==> src/rtl/utf8d_pkg.sv <==
// Shared types and constants for the six-byte UTF-8 stream decoder.
// No dependencies.
package utf8d_pkg;

  localparam int unsigned CpWidth  = 31;
  localparam int unsigned LenWidth = 3;

  localparam logic [7:0] ContMask = 8'hc0;
  localparam logic [7:0] ContTag  = 8'h80;
  localparam logic [7:0] ContBits = 8'h3f;

  // Decoder state carried between beats.
  typedef struct packed {
    logic [LenWidth-1:0] bytes_left;
    logic [CpWidth-1:0]  acc;
    logic [LenWidth-1:0] exp_len;
  } dec_state_t;

  // One result item.
  typedef struct packed {
    logic [CpWidth-1:0]  code_point;
    logic [LenWidth-1:0] seq_length;
    logic                error;
  } dec_result_t;

endpackage

==> src/rtl/utf8d_decode.sv <==
// Single-byte decode step: next state and optional result from the current
// state and one byte. Depends on utf8d_pkg.
module utf8d_decode import utf8d_pkg::*; (
  input  logic [7:0]  data_byte_i,
  input  logic        last_i,
  input  dec_state_t  state_i,
  output dec_state_t  state_o,
  output logic        emit_o,
  output dec_result_t result_o
);

  localparam dec_state_t IdleState = '{bytes_left: '0, acc: '0, exp_len: '0};

  logic [LenWidth-1:0] lead_len;
  logic [CpWidth-1:0]  lead_payload;
  logic [CpWidth-1:0]  acc_shift;
  logic [LenWidth-1:0] left_dec;
  logic                bad_lead;
  logic                is_cont;

  always_comb begin
    lead_payload = '0;
    if (data_byte_i >= 8'hfc) begin
      lead_len = 3'd6;
      lead_payload[0] = data_byte_i[0];
    end else if (data_byte_i >= 8'hf8) begin
      lead_len = 3'd5;
      lead_payload[1:0] = data_byte_i[1:0];
    end else if (data_byte_i >= 8'hf0) begin
      lead_len = 3'd4;
      lead_payload[2:0] = data_byte_i[2:0];
    end else if (data_byte_i >= 8'he0) begin
      lead_len = 3'd3;
      lead_payload[3:0] = data_byte_i[3:0];
    end else begin
      lead_len = 3'd2;
      lead_payload[4:0] = data_byte_i[4:0];
    end
  end

  assign bad_lead  = (data_byte_i >= 8'hfe) || ((data_byte_i & ContMask) == ContTag);
  assign is_cont   = (data_byte_i & ContMask) == ContTag;
  assign acc_shift = {state_i.acc[CpWidth-7:0], data_byte_i[5:0] & ContBits[5:0]};
  assign left_dec  = state_i.bytes_left - 3'd1;

  always_comb begin
    state_o  = state_i;
    emit_o   = 1'b0;
    result_o = '{code_point: '0, seq_length: 3'd1, error: 1'b1};
    if (state_i.bytes_left == '0) begin
      // expecting a lead byte
      if (bad_lead) begin
        emit_o  = 1'b1;
        state_o = IdleState;
      end else if (!data_byte_i[7]) begin
        emit_o   = 1'b1;
        state_o  = IdleState;
        result_o = '{code_point: {{(CpWidth-8){1'b0}}, data_byte_i},
                     seq_length: 3'd1, error: 1'b0};
      end else if (last_i) begin
        emit_o  = 1'b1;
        state_o = IdleState;
      end else begin
        state_o = '{bytes_left: lead_len - 3'd1, acc: lead_payload, exp_len: lead_len};
      end
    end else if (!is_cont) begin
      // offending byte is consumed with the error
      emit_o              = 1'b1;
      state_o             = IdleState;
      result_o.seq_length = state_i.exp_len - state_i.bytes_left + 3'd1;
    end else if (left_dec == '0) begin
      emit_o   = 1'b1;
      state_o  = IdleState;
      result_o = '{code_point: acc_shift, seq_length: state_i.exp_len, error: 1'b0};
    end else if (last_i) begin
      emit_o              = 1'b1;
      state_o             = IdleState;
      result_o.seq_length = state_i.exp_len - left_dec;
    end else begin
      state_o.bytes_left = left_dec;
      state_o.acc        = acc_shift;
    end
  end

endmodule

==> src/rtl/utf8_stream_decoder.sv <==
// Top level of the six-byte UTF-8 stream decoder: input register, decode
// step and result register. Depends on utf8d_pkg and utf8d_decode.
//
// One byte per beat goes in, and at most one code point, with its length and
// an error flag, comes out when a character completes or a sequence fails.
// The block takes a byte every clock as long as the result register drains.
// A result is valid once the beat that completes or fails its sequence has
// passed the input register and then the result register. Lead and
// continuation bytes that produce no result never stall. Only a result
// waiting at a stalled output holds back the input.
module utf8_stream_decoder import utf8d_pkg::*; (
  input  logic                clk_i,
  input  logic                rst_ni,
  input  logic                in_valid_i,
  output logic                in_ready_o,
  input  logic [7:0]          data_byte_i,
  input  logic                end_of_input_i,
  output logic                out_valid_o,
  input  logic                out_ready_i,
  output logic [CpWidth-1:0]  code_point_o,
  output logic [LenWidth-1:0] seq_length_o,
  output logic                error_o
);

  logic        in_valid_q;
  logic [7:0]  byte_q;
  logic        last_q;
  dec_state_t  state_q, state_d;
  logic        emit;
  dec_result_t result_d, result_q;
  logic        out_valid_q;
  logic        advance;

  utf8d_decode u_decode (
    .data_byte_i (byte_q),
    .last_i      (last_q),
    .state_i     (state_q),
    .state_o     (state_d),
    .emit_o      (emit),
    .result_o    (result_d)
  );

  // registered beat moves on when its result (if any) has a place to go
  assign advance    = in_valid_q && (!emit || !out_valid_q || out_ready_i);
  assign in_ready_o = !in_valid_q || advance;

  always_ff @(posedge clk_i or negedge rst_ni) begin
    if (!rst_ni) begin
      in_valid_q  <= 1'b0;
      out_valid_q <= 1'b0;
      state_q     <= '0;
    end else begin
      if (in_ready_o) begin
        in_valid_q <= in_valid_i;
      end
      if (advance) begin
        state_q <= state_d;
      end
      if (advance && emit) begin
        out_valid_q <= 1'b1;
      end else if (out_ready_i) begin
        out_valid_q <= 1'b0;
      end
    end
  end

  always_ff @(posedge clk_i) begin
    if (in_ready_o && in_valid_i) begin
      byte_q <= data_byte_i;
      last_q <= end_of_input_i;
    end
    if (advance && emit) begin
      result_q <= result_d;
    end
  end

  assign out_valid_o  = out_valid_q;
  assign code_point_o = result_q.code_point;
  assign seq_length_o = result_q.seq_length;
  assign error_o      = result_q.error;

endmodule
==> config.mk <==
export PLATFORM = sky130hd
export DESIGN_NAME = utf8_stream_decoder
export DESIGN_NICKNAME = d
export VERILOG_FILES = /design/src/rtl/utf8d_pkg.sv /design/src/rtl/utf8d_decode.sv /design/src/rtl/utf8_stream_decoder.sv
export SDC_FILE = /design/constraint.sdc
export NUM_CORES = 1
export LEC_CHECK = 0
export CORE_ASPECT_RATIO = 0.5
export CORE_UTILIZATION = 50
export DETAILED_ROUTE_END_ITERATION = 16
export DONT_BUFFER_PORTS = 1
export MAX_ROUTING_LAYER = met4
export PLACE_DENSITY = 0.68
export RECOVER_POWER = 25
export SLEW_MARGIN = 5
export SYNTH_ARGS = -nofsm -noshare
export SYNTH_HDL_FRONTEND = slang
export SYNTH_SLANG_ARGS = --single-unit
==> constraint.sdc <==
create_clock -name clk_i -period 3.75 [get_ports clk_i]
set_clock_uncertainty 0.15 [all_clocks]
set_input_delay 0.75 -clock clk_i [delete_from_list [all_inputs] [get_ports clk_i]]
set_output_delay 0.75 -clock clk_i [all_outputs]
set_load 0.1 [all_outputs]
==> impl_results.md <==
* CP Capture Type: output port
* Final Power at 2.58 mW
* Startpoint Class: register
* CTS H-tree lvls at 3
* Vias in the first global route at 2061
* Synth-to-Final Area Change at 11.1%
* Post-detail-place hpwl at 4.87 mm
* Critical Path AT at 2490 ps
* Hold Path Class: reg -> reg
* Die Ht at 61.7 um
* Critical Setup Path Class: reg -> out
* Post-route DRC at 0
* Area of the multi-input gates at 1230 um^2
* Synth Area in XOR/XNOR at 0.00982
* Measured slew at the worst slew-check pin at 1790 ps
* Seq. cell area at 2150 um^2
* Die Width at 121 um
* Synth Area in Adders at 0.0337
* DR vias at 2205
* Core Region at 6780 um^2
* Post-Syn Area per Cell at 12.4 um^2
* Placement Setup Slack at 761 ps
* Gpl congestion at 0.882
* Yosys cell types at 56
* Synth Cell Area at 3570 um^2
* Cell with the most instances after synthesis: edfxtp_1
* R2R Setup Slk at 680 ps
* Leading area contributor after synthesis: edfxtp_1
* Clk Latency, worst-skew pair at 340 ps
* Pwr per Cell Area at 652 nW/um^2
* Post-synth EDFFs at 44
* Req. time, crit path at 2850 ps
* Util after Layout at 0.585
* Critical Path Fanout Max at 10
* Synth Area in Simple Gates at 0.149
* Failing checks: max-capacitance violations, max-slew violations
* DR WL/cell at 18.1 um
* Antenna-violating nets left at 0
* Main combinational cell family by area after synthesis: simple AND/OR/NAND/NOR gates
* Setup bufs post-CTS at 0
* Max-slew violations at 34
* Crit share post-route at 0.904
* First-pass GRT wire length at 10.9 mm
* Syn nets at 310
* Synth Area in Compound Gates at 0.128
* Cell count after synthesis at 288
* Diode count at 0
* Starting Density at 0.526
* Ys async rst share at 0.429
* Initial antenna violation count at 0
* Top post-synthesis cells by count: edfxtp_1 (44), dfrtp_1 (33), and2_1 (25), inv_1 (24)
* Post-synthesis mux area share at 0.0235
* DRT iter0 DRCs at 169
* Fillers at 543
* Worst slew margin at -0.191
* Status: finished with violations
* Drt pass-1 iters at 4
* Min Tclk post-route at 3390 ps
* Synth area leaders: edfxtp_1 (37%), dfrtp_1 (23%), and2_1 (4.4%)
* Seq cells post-synth at 77
* Sequential fraction of the synthesis area at 0.602
* Post-route design area at 3970 um^2
* RSZ-0062 raised after global routing: false
* Static Leak at 1.64 nW
* Worst IR Drop VDD at 0.242 mV
* Total CTS buffers at 9
* Achievable Freq at 295 MHz
* Synth Flop Type: edfxtp_1
* Post-Route Setup TNS at 0 ps
* Total detailed-routing wirelength at 6.99 mm
* Area share of the largest cell type after synthesis at 0.370
* Final Net Count at 312
* # hold bufs at CTS at 1
* PortBufs at 0
* CTS tree: built
* Max-cap violation count at 1
* Largest net degree at the start of global routing at 34
* Final Hold Viols at 0
* Clock Path Buffers at 2
* Dpl cell area at 3640 um^2
* Clock root buffer: clkbuf_16
* Final setup viols at 0
* Gr usage total at 0.208
* Resized Gates After CTS at 0
* Reg clk slew, reported paths at 60 ps
* IO Pins at 50
* Grt ovf at 0
* Row cnt at 21
* Worst setup margin at 360 ps
* Die Area at 7500 um^2
* Share of cells above drive strength 1 at 0.115
* Yosys warning total at 0
* DR vias/cell at 5.70
* Num Clock Sinks at 77
## power breakdown
group          internal (mW)  switching (mW)
sequential             0.987           0.359
clock                  0.586           0.349
combinational         0.0925           0.210
## cells by family (layout without fill, tap and decap cells)
logic type,after synthesis,count (layout)
AO/OA/AOI/OAI,58,58
XOR/XNOR,4,4
adder cells (fa/ha/maj),9,9
buffers and inverters,41,48
flip-flops,77,77
multiplexers,8,8
AND/OR/NAND/NOR,91,91
## sequential cells by signal, summed over array words and instances (netlist names)
name	cells
byte_q	8
in_valid_q	1
last_q	1
code_point_o	31
out_valid_o	1
seq_length_o	3
error_o	1
state_q	31
## metal layers
| layer | vias to the layer above | routed length (um) | GRT usage |
|---|---|---|---|
| li1 | 1036 | - | - |
| met1 | 1089 | 3430 | 0.274 |
| met2 | 70 | 3100 | 0.300 |
| met3 | 10 | 355 | 0.0712 |
| met4 | 0 | 92 | 0.0723 |
| met5 | - | 0 | - |
## final timing paths
| path | from | endpoint | cells after the start |
|---|---|---|---|
| min reg2reg | state_q[22] | state_q[22] | 1 |
| max in group asynchronous | rst_ni | state_q[15] | 1 |
| min in group asynchronous | rst_ni | state_q[35] | 1 |
| min | state_q[22] | state_q[22] | 1 |
| max | state_q[34] | in_ready_o | 6 |
| max reg2reg | state_q[34] | byte_q[0] | 7 |
## cells in the final DEF, fill, tap and decap left out, types with 3 or more instances in the layout
cell / instances
inv_1: 24
o21ai_0: 14
and2_1: 25
nor3_1: 14
a21o_1: 11
a32o_1: 3
dfrtp_1: 33
nand2_1: 7
edfxtp_1: 44
nor2_1: 7
mux2i_1: 5
clkbuf_16: 9
nand2b_1: 6
a31oi_1: 3
nor2b_1: 9
ha_1: 8
buf_4: 7
o211ai_1: 4
nand3_1: 11
## metrics by stage
stage / hold slack (ps) / cells
6_report: 318 / 387
2_1_floorplan: 291 / 288
4_1_cts: 87.3 / 387
3_5_place_dp: 306 / 370
5_1_grt: 340 / 387
3_3_place_gp: 304 / 370
## final cells by class
class | count | share of cell area
Multi-Input combinational cell | 170 | 0.311
Clock inverter | 7 | 0.0243
Clock buffer | 9 | 0.0568
Tap cell | 92 | 0.0290
Inverter | 24 | 0.0227
Sequential cell | 77 | 0.541
Timing Repair Buffer | 8 | 0.0142
## critical path, stage by stage, from the launching register on
cell      delay [ps]
dfrtp_1          390
inv_1            150
ha_1             330
xor2_1           390
o211ai_2         300
nand4_1          250
buf_4            330
Note: power is estimated with default switching activity, not from simulation.
